--- config.mk ---
export PLATFORM = sky130hd
export DESIGN_NAME = tagged_string_extractor
export DESIGN_NICKNAME = d
export VERILOG_FILES = /design/src/sv/tse_pkg.sv /design/src/sv/tse_cfg.sv /design/src/sv/tagged_string_extractor.sv
export SDC_FILE = /design/constraint.sdc
export NUM_CORES = 1
export LEC_CHECK = 0
export BUFFER_PORTS_ARGS = -buffer_cell sky130_fd_sc_hd__buf_2
export CORE_MARGIN = 2
export CORE_UTILIZATION = 40
export DETAILED_ROUTE_END_ITERATION = 7
export GPL_TIMING_DRIVEN = 0
export HOLD_SLACK_MARGIN = 0.1
export PLACE_DENSITY_LB_ADDON = 0.12
export SLEW_MARGIN = 25
export SYNTH_ARGS = -nofsm -noshare
export SYNTH_HDL_FRONTEND = slang
export SYNTH_SLANG_ARGS = --single-unit
--- constraint.sdc ---
create_clock -name clk -period 4 [get_ports clk]
set_clock_uncertainty 0.05 [all_clocks]
set_input_delay 0 -clock clk [delete_from_list [all_inputs] [get_ports clk]]
set_output_delay 0 -clock clk [all_outputs]
set_load 0.02 [all_outputs]
--- src/sv/tse_pkg.sv ---
// ----------------------------------------------------------------------------
// Tagged string extractor package
// Shared types and constants for the tagged string extractor: the marker
// register set, register indexes, result status codes and scan phases.
// ----------------------------------------------------------------------------
package tse_pkg;

	// Marker registers as seen by the scanning logic.
	typedef struct packed {
		logic [7:0] first_marker;
		logic [7:0] second_marker;
	} tse_cfg_t;

	// Register indexes, taken from the word address.
	localparam logic REG_FIRST_MARKER  = 1'b0;
	localparam logic REG_SECOND_MARKER = 1'b1;

	// Reset values of the marker registers.
	localparam logic [7:0] FIRST_MARKER_RST  = 8'h80;
	localparam logic [7:0] SECOND_MARKER_RST = 8'h1A;

	// Reset value of the previous byte: ASCII zero.
	localparam logic [7:0] PREV_BYTE_RST = 8'h30;

	// Length byte codes.
	localparam logic [7:0] LEN_LONG_ONE = 8'h81;
	localparam logic [7:0] LEN_LONG_TWO = 8'h82;

	// Status of a result item.
	typedef enum logic [1:0] {
		ST_DATA  = 2'd0,
		ST_EMPTY = 2'd1,
		ST_ERROR = 2'd2
	} tse_status_t;

	// Scan phases, one-hot.
	typedef enum logic [3:0] {
		PH_SCAN    = 4'b0001,
		PH_LEN     = 4'b0010,
		PH_LONGLEN = 4'b0100,
		PH_PAYLOAD = 4'b1000
	} tse_phase_t;

endpackage

--- src/sv/tse_cfg.sv ---
// ----------------------------------------------------------------------------
// Tagged string extractor register file
// APB-style register port holding the two marker bytes, with read-back.
// ----------------------------------------------------------------------------
module tse_cfg
	import tse_pkg::*;
(
	input  logic        clk,
	input  logic        arst_n,
	input  logic        psel,
	input  logic        penable,
	input  logic        pwrite,
	input  logic [2:0]  paddr,
	input  logic [31:0] pwdata,
	output logic [31:0] prdata,
	output logic        pready,
	output tse_cfg_t    cfg
);

	logic     wr_en;
	logic     reg_idx;
	tse_cfg_t cfg_q;

	// The port never inserts wait states.
	assign pready  = 1'b1;
	assign wr_en   = psel & penable & pwrite & pready;
	assign reg_idx = paddr[2];

	// Marker registers, written in the access cycle of a write.
	always_ff @(posedge clk or negedge arst_n) begin
		if (!arst_n) begin
			cfg_q.first_marker  <= FIRST_MARKER_RST;
			cfg_q.second_marker <= SECOND_MARKER_RST;
		end else if (wr_en) begin
			unique case (reg_idx)
				REG_FIRST_MARKER:  cfg_q.first_marker  <= pwdata[7:0];
				REG_SECOND_MARKER: cfg_q.second_marker <= pwdata[7:0];
				default: ;
			endcase
		end
	end

	// Read-back of the addressed register.
	always_comb begin
		prdata = '0;
		unique case (reg_idx)
			REG_FIRST_MARKER:  prdata[7:0] = cfg_q.first_marker;
			REG_SECOND_MARKER: prdata[7:0] = cfg_q.second_marker;
			default: ;
		endcase
	end

	assign cfg = cfg_q;

endmodule

--- src/sv/tagged_string_extractor.sv ---
// ----------------------------------------------------------------------------
// Tagged string extractor
// Scans a byte stream for a two-byte marker, decodes the BER-style length
// that follows and passes out the payload bytes with a last flag, or an empty or error item.
// ----------------------------------------------------------------------------
//
//  Channel  Direction  Handshake           Payload
//  in       sink       in_valid/in_stall   data_byte
//  out      source     out_valid/out_stall payload_byte, last_flag, status
//  cfg      sink       psel/penable/pready paddr, pwdata, prdata
//
// An item is taken into the input register, decoded against the scan state
// combinationally and its result, if any, lands in the output register, so
// an item can be accepted in every cycle while the output is not stalled and
// its result is offered from the output register. While a result waits, the
// input register can still take one item; a stall on the output then holds
// the input register and stalls the input in turn.
// Reset clears the scan state and both registers to empty; no clearing pass.
//
module tagged_string_extractor
	import tse_pkg::*;
#(
	parameter int MAX_LENGTH_BYTES = 2
) (
	input  logic        clk,
	input  logic        arst_n,
	// Input channel.
	input  logic        in_valid,
	output logic        in_stall,
	input  logic [7:0]  data_byte,
	// Output channel.
	output logic        out_valid,
	input  logic        out_stall,
	output logic [7:0]  payload_byte,
	output logic        last_flag,
	output logic [1:0]  status,
	// Configuration port.
	input  logic        psel,
	input  logic        penable,
	input  logic        pwrite,
	input  logic [2:0]  paddr,
	input  logic [31:0] pwdata,
	output logic [31:0] prdata,
	output logic        pready
);

	localparam int LEN_W = 8 * MAX_LENGTH_BYTES;
	localparam int LBL_W = $clog2(MAX_LENGTH_BYTES + 1);

	tse_cfg_t cfg;

	// Input register.
	logic             valid_s1;
	logic [7:0]       data_s1;
	logic             advance;

	// Scan state.
	tse_phase_t       phase_q, phase_d;
	logic [7:0]       prev_q, prev_d;
	logic [LEN_W-1:0] rem_q, rem_d;
	logic [LBL_W-1:0] lbl_q, lbl_d;

	// Decode results.
	logic [LEN_W+7:0] rem_shift_full;
	logic [LEN_W-1:0] rem_shift;
	logic [LEN_W-1:0] rem_dec;
	logic [LBL_W-1:0] lbl_dec;
	logic             emit_c;
	logic [7:0]       res_byte_c;
	logic             res_last_c;
	tse_status_t      res_status_c;

	// Output register.
	logic             out_valid_q;
	logic [7:0]       res_byte_q;
	logic             res_last_q;
	tse_status_t      res_status_q;

	tse_cfg u_cfg (
		.clk     (clk),
		.arst_n  (arst_n),
		.psel    (psel),
		.penable (penable),
		.pwrite  (pwrite),
		.paddr   (paddr),
		.pwdata  (pwdata),
		.prdata  (prdata),
		.pready  (pready),
		.cfg     (cfg)
	);

	// The held item moves on when the output register is free or being emptied.
	assign advance  = valid_s1 & (~out_valid_q | ~out_stall);
	assign in_stall = valid_s1 & ~advance;

	// Input register.
	always_ff @(posedge clk or negedge arst_n) begin
		if (!arst_n) begin
			valid_s1 <= 1'b0;
		end else if (!in_stall) begin
			valid_s1 <= in_valid;
		end
	end

	always_ff @(posedge clk) begin
		if (in_valid && !in_stall) begin
			data_s1 <= data_byte;
		end
	end

	// Helpers for the long-form length and the payload count.
	assign rem_shift_full = {rem_q, data_s1};
	assign rem_shift      = rem_shift_full[LEN_W-1:0];
	assign rem_dec        = LEN_W'(rem_q - 1'b1);
	assign lbl_dec        = LBL_W'(lbl_q - 1'b1);

	// One step of the scanner for the held item.
	always_comb begin
		phase_d      = phase_q;
		prev_d       = prev_q;
		rem_d        = rem_q;
		lbl_d        = lbl_q;
		emit_c       = 1'b0;
		res_byte_c   = '0;
		res_last_c   = 1'b0;
		res_status_c = ST_DATA;
		unique case (phase_q)
			PH_SCAN: begin
				if (prev_q == cfg.first_marker && data_s1 == cfg.second_marker) begin
					phase_d = PH_LEN;
				end else begin
					prev_d = data_s1;
				end
			end
			PH_LEN: begin
				if (!data_s1[7]) begin
					// Short form.
					rem_d = LEN_W'(data_s1[6:0]);
					if (data_s1[6:0] == 7'd0) begin
						phase_d      = PH_SCAN;
						emit_c       = 1'b1;
						res_last_c   = 1'b1;
						res_status_c = ST_EMPTY;
					end else begin
						phase_d = PH_PAYLOAD;
					end
				end else if (data_s1 == LEN_LONG_ONE ||
				             (data_s1 == LEN_LONG_TWO && MAX_LENGTH_BYTES >= 2)) begin
					// Long form: one or two length bytes follow.
					lbl_d   = LBL_W'(data_s1[1:0]);
					rem_d   = '0;
					phase_d = PH_LONGLEN;
				end else begin
					// Indefinite or unsupported length form.
					phase_d      = PH_SCAN;
					emit_c       = 1'b1;
					res_last_c   = 1'b1;
					res_status_c = ST_ERROR;
				end
			end
			PH_LONGLEN: begin
				rem_d = rem_shift;
				lbl_d = lbl_dec;
				if (lbl_dec == '0) begin
					if (rem_shift == '0) begin
						phase_d      = PH_SCAN;
						emit_c       = 1'b1;
						res_last_c   = 1'b1;
						res_status_c = ST_EMPTY;
					end else begin
						phase_d = PH_PAYLOAD;
					end
				end
			end
			PH_PAYLOAD: begin
				rem_d        = rem_dec;
				emit_c       = 1'b1;
				res_byte_c   = data_s1;
				res_status_c = ST_DATA;
				if (rem_dec == '0) begin
					phase_d    = PH_SCAN;
					res_last_c = 1'b1;
				end
			end
			default: begin
				phase_d = PH_SCAN;
			end
		endcase
	end

	// Scan state advances with each item.
	always_ff @(posedge clk or negedge arst_n) begin
		if (!arst_n) begin
			phase_q <= PH_SCAN;
			prev_q  <= PREV_BYTE_RST;
			rem_q   <= '0;
			lbl_q   <= '0;
		end else if (advance) begin
			phase_q <= phase_d;
			prev_q  <= prev_d;
			rem_q   <= rem_d;
			lbl_q   <= lbl_d;
		end
	end

	// Output register.
	always_ff @(posedge clk or negedge arst_n) begin
		if (!arst_n) begin
			out_valid_q <= 1'b0;
		end else if (advance) begin
			out_valid_q <= emit_c;
		end else if (!out_stall) begin
			out_valid_q <= 1'b0;
		end
	end

	always_ff @(posedge clk) begin
		if (advance && emit_c) begin
			res_byte_q   <= res_byte_c;
			res_last_q   <= res_last_c;
			res_status_q <= res_status_c;
		end
	end

	assign out_valid    = out_valid_q;
	assign payload_byte = res_byte_q;
	assign last_flag    = res_last_q;
	assign status       = res_status_q;

`ifndef SYNTHESIS
	// A string in its payload always has bytes left to send.
	a_payload_count: assert property (@(posedge clk) disable iff (!arst_n)
		phase_q == PH_PAYLOAD |-> rem_q != '0)
		else $error("payload phase with zero bytes remaining");

	// The long-form phase always has length bytes still to read.
	a_longlen_count: assert property (@(posedge clk) disable iff (!arst_n)
		phase_q == PH_LONGLEN |-> lbl_q != '0)
		else $error("long-form phase with no length bytes left");

	// Empty and error results always close the string.
	a_close_flag: assert property (@(posedge clk) disable iff (!arst_n)
		out_valid_q && res_status_q != ST_DATA |-> res_last_q)
		else $error("empty or error result without last flag");

	// The scan state only moves when an item passes the decode stage.
	a_state_hold: assert property (@(posedge clk) disable iff (!arst_n)
		!advance |=> $stable(phase_q) && $stable(rem_q) && $stable(prev_q))
		else $error("scan state changed without an item");

	// A blocked item stays in the input register.
	a_s1_hold: assert property (@(posedge clk) disable iff (!arst_n)
		valid_s1 && !advance |=> valid_s1 && $stable(data_s1))
		else $error("held item lost from input register");
`endif

endmodule

# Yosys cells after proc, flatten, opt, wreduce, memory -nomap -nowiden
# Cells that the tools add are included.
# classes
addsub	2
eq_ne	15
n_mux	31
n_bitwise	10
reduce_logical	17
# ops
op	n
$pmux W16 S3	1
$logic_not A16 Y1	2
$mux W16	2
$mux W4	6
$eq A8 B8 Y1	2
$eq A8 B8 Y1 const B	2
$pmux W4 S4	1
$pmux W8 S2	1
$sub A16 B1 Y16 const B	1
$mux W1	11
$ne A2 B2 Y1 const B	5
$mux W2	4
$pmux W2 S2	2
$reduce_and A4 Y1	2
$logic_not A7 Y1	1
$pmux W1 S3	2
$reduce_and A3 Y1	2
$not A1 Y1	5
$and A1 B1 Y1	4
$eq A4 B1 Y1 const B	1
$eq A4 B2 Y1 const B	1
$eq A4 B3 Y1 const B	1
$eq A4 B4 Y1 const B	1
$reduce_and A2 Y1	2
other kinds (11)	13
# word_totals
reg_bits	67
input_bits	50
out_inout_bits	46

# Longest topological paths before layout
# logic_depth
word_depth	7
ltp_mapped	9
ltp_nobuf	8

# Cells and area by module
# From an unflattened synthesis, not the netlist that was laid out.
# hier_totals
cells_unflattened	368
hier_area_um2	3860.0
# by_module_without_submodules
mod	instances	cells_per_inst	area_each_um2
tagged_string_extractor	1	298	2932.8
tse_cfg	1	70	927.1

# Worst setup path before layout
# No wires, ideal clock.
# synth_path
path_kind	register to register
from	register phase_q[1]
to	register res_last_q (netlist: last_flag) (enable)
setup_ns	0.384
arrival_time_ns	1.953
required_ns	3.566
slack_ns	1.612
path_stages_with_launch	7
n_path_buf	1
period_less_slack_ns	2.388
cell_sequence	dfrtp_1 clkbuf_1 nor4b_1 nand2_1 nor2_1 nor2_1 a21oi_1
# synth_via
elab_chain_len	3
word_cells_on_any_way	5
cone_classes	eq/ne (3); mux (1); reduce/logical (1)
# synth_lines
item	line	text
start, declared	tagged_string_extractor.sv:58	tse_phase_t phase_q, phase_d;
start signal, assigned	tagged_string_extractor.sv:199	phase_q <= phase_d;
$eq A4 B4 Y1 (tied with other cells)	tagged_string_extractor.sv:127	unique case (phase_q)
$pmux W1 S3 (*)	tagged_string_extractor.sv:127	
$logic_and A1 B1 Y1 (*)	tagged_string_extractor.sv:218	if (advance && emit_c) begin
end signal, assigned	tagged_string_extractor.sv:220	res_last_q <= res_last_c;
end, declared	tagged_string_extractor.sv:76	logic res_last_q;
# Mark *: on every way between the ends. The rest lies on a longest branch, timed or not.
# A chain may end at the register's enable or synchronous reset.

# Final worst setup path
# layout_path
from	register phase_q[2]
to	register res_byte_q[6] (netlist: payload_byte[6]) (enable)
# layout_via
elab_chain_len	3
word_cells_on_any_way	5
cone_classes	eq/ne (3); mux (1); reduce/logical (1)
# layout_lines
item	line	text
$eq A4 B4 Y1 (tied with other cells)	tagged_string_extractor.sv:127	
$pmux W1 S3 (*)	tagged_string_extractor.sv:127	
$logic_and A1 B1 Y1 (*)	tagged_string_extractor.sv:218	
end signal, assigned	tagged_string_extractor.sv:219	res_byte_q <= res_byte_c;
end, declared	tagged_string_extractor.sv:75	logic [7:0] res_byte_q;
# Marked as above.

==> impl_metrics.yaml <==
outcome:
  status: "completed"
synth:
  synthAdderAreaFrac: 0.0132
  syn_inst: 361
  synth_edf_count: 19
  ys_ff_latch: 67
  synthSimpleGateAreaFrac: 0.159
  synthFlopType: "dfrtp_1"
  synthXorXnorAreaFrac: 0.0486
  avgSynthCellArea_um2: 10.5
  ys_types: 55
  yosys_warnings: 0
  synth_top_family_by_area: "simple AND/OR/NAND/NOR gates"
  synthArstFlopShare: 0.716
  yosysSeqAreaShare: 0.471
  synth_area_um2: 3780
  muxShareOfSynthArea: 0.0979
  synth_compound_area_frac: 0.126
critical_path:
  required_ns: 3.92
  path_cells: "clkbuf_1 -> nor4b_1 -> nand2_1 -> nor2_1 -> nor2_1 -> a21oi_2"
  crit_fanout: 12
  crit_top_cell: "nor2_1"
  cp-start-kind: "flop"
  crit_family: "simple AND/OR/NAND/NOR gates"
  cpPeakStageDelay_ns: 0.65
  arrival_ns: 2.58
  reg2reg_setup_slack_ns: 1.34
  crit_buf_inv: 1
  worstSetupPathType: "reg -> reg"
  setup.worst_path.end_class: "flop"
  slowest_stage: "nor4b_1"
global_routing:
  grt_pass1_vias: 2927
  grt_max_degree: 49
  antenna_found_initial: 0
  grt_first_pass_wirelength_mm: 14.6
  grt_overflow: 0
  grt_usage: 0.183
layout:
  diodes: 0
  fin_nets: 512
  final_cell_mix: "48 x buf_2, 41 x dfrtp_1, 32 x mux2_2, 27 x nor2_1"
  drive_gt1_frac: 0.309
  postLayoutCellArea_um2: 4620
  area_growth_pct: 22.2
  layout_commonest_cell: "buf_2"
drt:
  dr.pass1.iters: 5
  vias: 3042
  routedWlPerCell_um: 15.6
  first_iter_violations: 119
  drc: 0
  viasPerCell: 5.30
  wirelength_mm: 8.97
  antenna_left: 0
pwr:
  power.density_nw_per_um2: 556
  cellLeakagePower_nw: 1.95
  vdd.ir_drop.worst_v: 0.000293
  p_total_mw: 2.57
sta:
  fin_crit_ns: 2.66
  setup_tns_ns: 0
  relSlewSlack: 0.316
  hold_ws_ns: 0.172
  worst_pin_slew_ns: 1.02
  clock.fmax_ghz: 0.376
  hold_viol: 0
  rsz0062_at_grt: "false"
  setup_viol: 0
  slew_viol_final: 0
  finalCritPeriodShare: 0.665
  layout_setup_ws_ns: 1.34
clocking:
  cts_tree: "done"
  cts_made_buffers: 9
  htree_num_levels: 3
  clk_path_buf_depth: 2
  root_buffer: "clkbuf_8"
  path_clk_slew_ns: 0.08
  clock-sinks: 67
  clk_latency_ns: 0.35
  post-cts-setup-buffers: 0
placement:
  dpl.hpwl_mm: 6.21
  portBuffers: 43
  pre_cts_ws_ns: 1.34
  gp_congestion: 0.894
  dpl_cell_area_um2: 4230
die:
  rows: 35
  die-area_um2: 10200
  core_um2: 9200
  die_w_um: 101
  die_h_um: 101
  start_util: 0.411
  ios: 96
worst_hold_path:
  hold_path_class: "in -> async"
flow_run:
  maxCapViolations: 0
==> through the flow <==
step,util,instances
finish,0.502,574
global route,0.502,574
CTS,0.502,574
detailed placement,0.460,538
global placement,0.459,538
floorplan,-,384
==> path summary, 6_finish.rpt <==
path / depth (start not counted) / startpoint / endpoint
hold reg to reg: 1 / out_valid$_DFFE_PN0P_ / out_valid$_DFFE_PN0P_
max in group asynchronous: 2 / arst_n / prev_q[2]$_DFFE_PN0P_
setup / recovery: 6 / phase_q[2]$_DFFE_PN0P_ / payload_byte[6]$_SDFFCE_PN0P_
hold / removal: 2 / arst_n / phase_q[1]$_DFFE_PN0P_
setup reg to reg: 6 / phase_q[2]$_DFFE_PN0P_ / payload_byte[6]$_SDFFCE_PN0P_
min in group clk: 2 / data_byte[1] / data_s1[1]$_DFFE_PP_
==> metal layers <==
metal	global-route usage	wire, um	vias to the layer above	share of wire
li1	-	-	1460	-
met1	0.254	4260	1471	0.47
met2	0.290	4200	94	0.47
met3	0.0276	377	17	0.042
met4	0.0686	138	0	0.015
met5	0	0	-	0
==> synth_stat cells, types with 4 or more instances <==
master	instances	area share
a21oi_1	14	0.019
a22oi_1	7	0.014
and2_1	10	0.017
buf_2	6	0.0079
buf_4	25	0.050
clkbuf_1	13	0.013
dfrtp_1	41	0.27
dfstp_2	7	0.049
edfxtp_1	19	0.15
ha_1	4	0.013
inv_1	6	0.0060
mux2_2	32	0.095
nand2_1	19	0.019
nand3_1	4	0.0053
nand3b_1	4	0.0079
nand4_1	7	0.012
nor2_1	27	0.027
nor3_1	6	0.0079
nor4_1	9	0.015
nor4b_1	4	0.0093
o21ai_0	7	0.0093
o21ai_1	26	0.034
xnor2_1	20	0.046
==> timing repair <==
action                                 4_1_cts  5_1_grt
gates resized for setup                      0        0
hold buffers                                20        0
endpoints found under the hold margin       74        0
==> final cells by class <==
cell class / instances / area [um2]
buffer: 46 / 289
clock buffer: 10 / 149
fill: 894 / 4580
clock inverter: 6 / 43.8
timing repair buffer: 63 / 418
inverter: 6 / 22.5
sequential: 67 / 1780
tap: 111 / 139
multi-input combinational: 265 / 1780
==> registers in the layout (all words and copies together), names as in the netlist, 2 cells and up <==
name and flops:
data_s1 8, lbl_q 2, payload_byte 8, phase_q 4, prev_q 8, rem_q 16, status 2, u_cfg.cfg 16
==> cell families (layout without fill, tap and decap cells) <==
group / Yosys count / count (layout)
other cells: 2 / 25
flops: 67 / 67
buf+inv: 52 / 131
simple gates: 107 / 107
xor+xnor: 21 / 21
mux: 33 / 33
fa+ha+maj: 4 / 4
compound gates: 75 / 75
==> power by group <==
part           switching [mW]  internal, mW
registers               0.151         0.886
logic                   0.582         0.394
clock network           0.289         0.268
No activity file was read; power rests on OpenSTA's default activity.
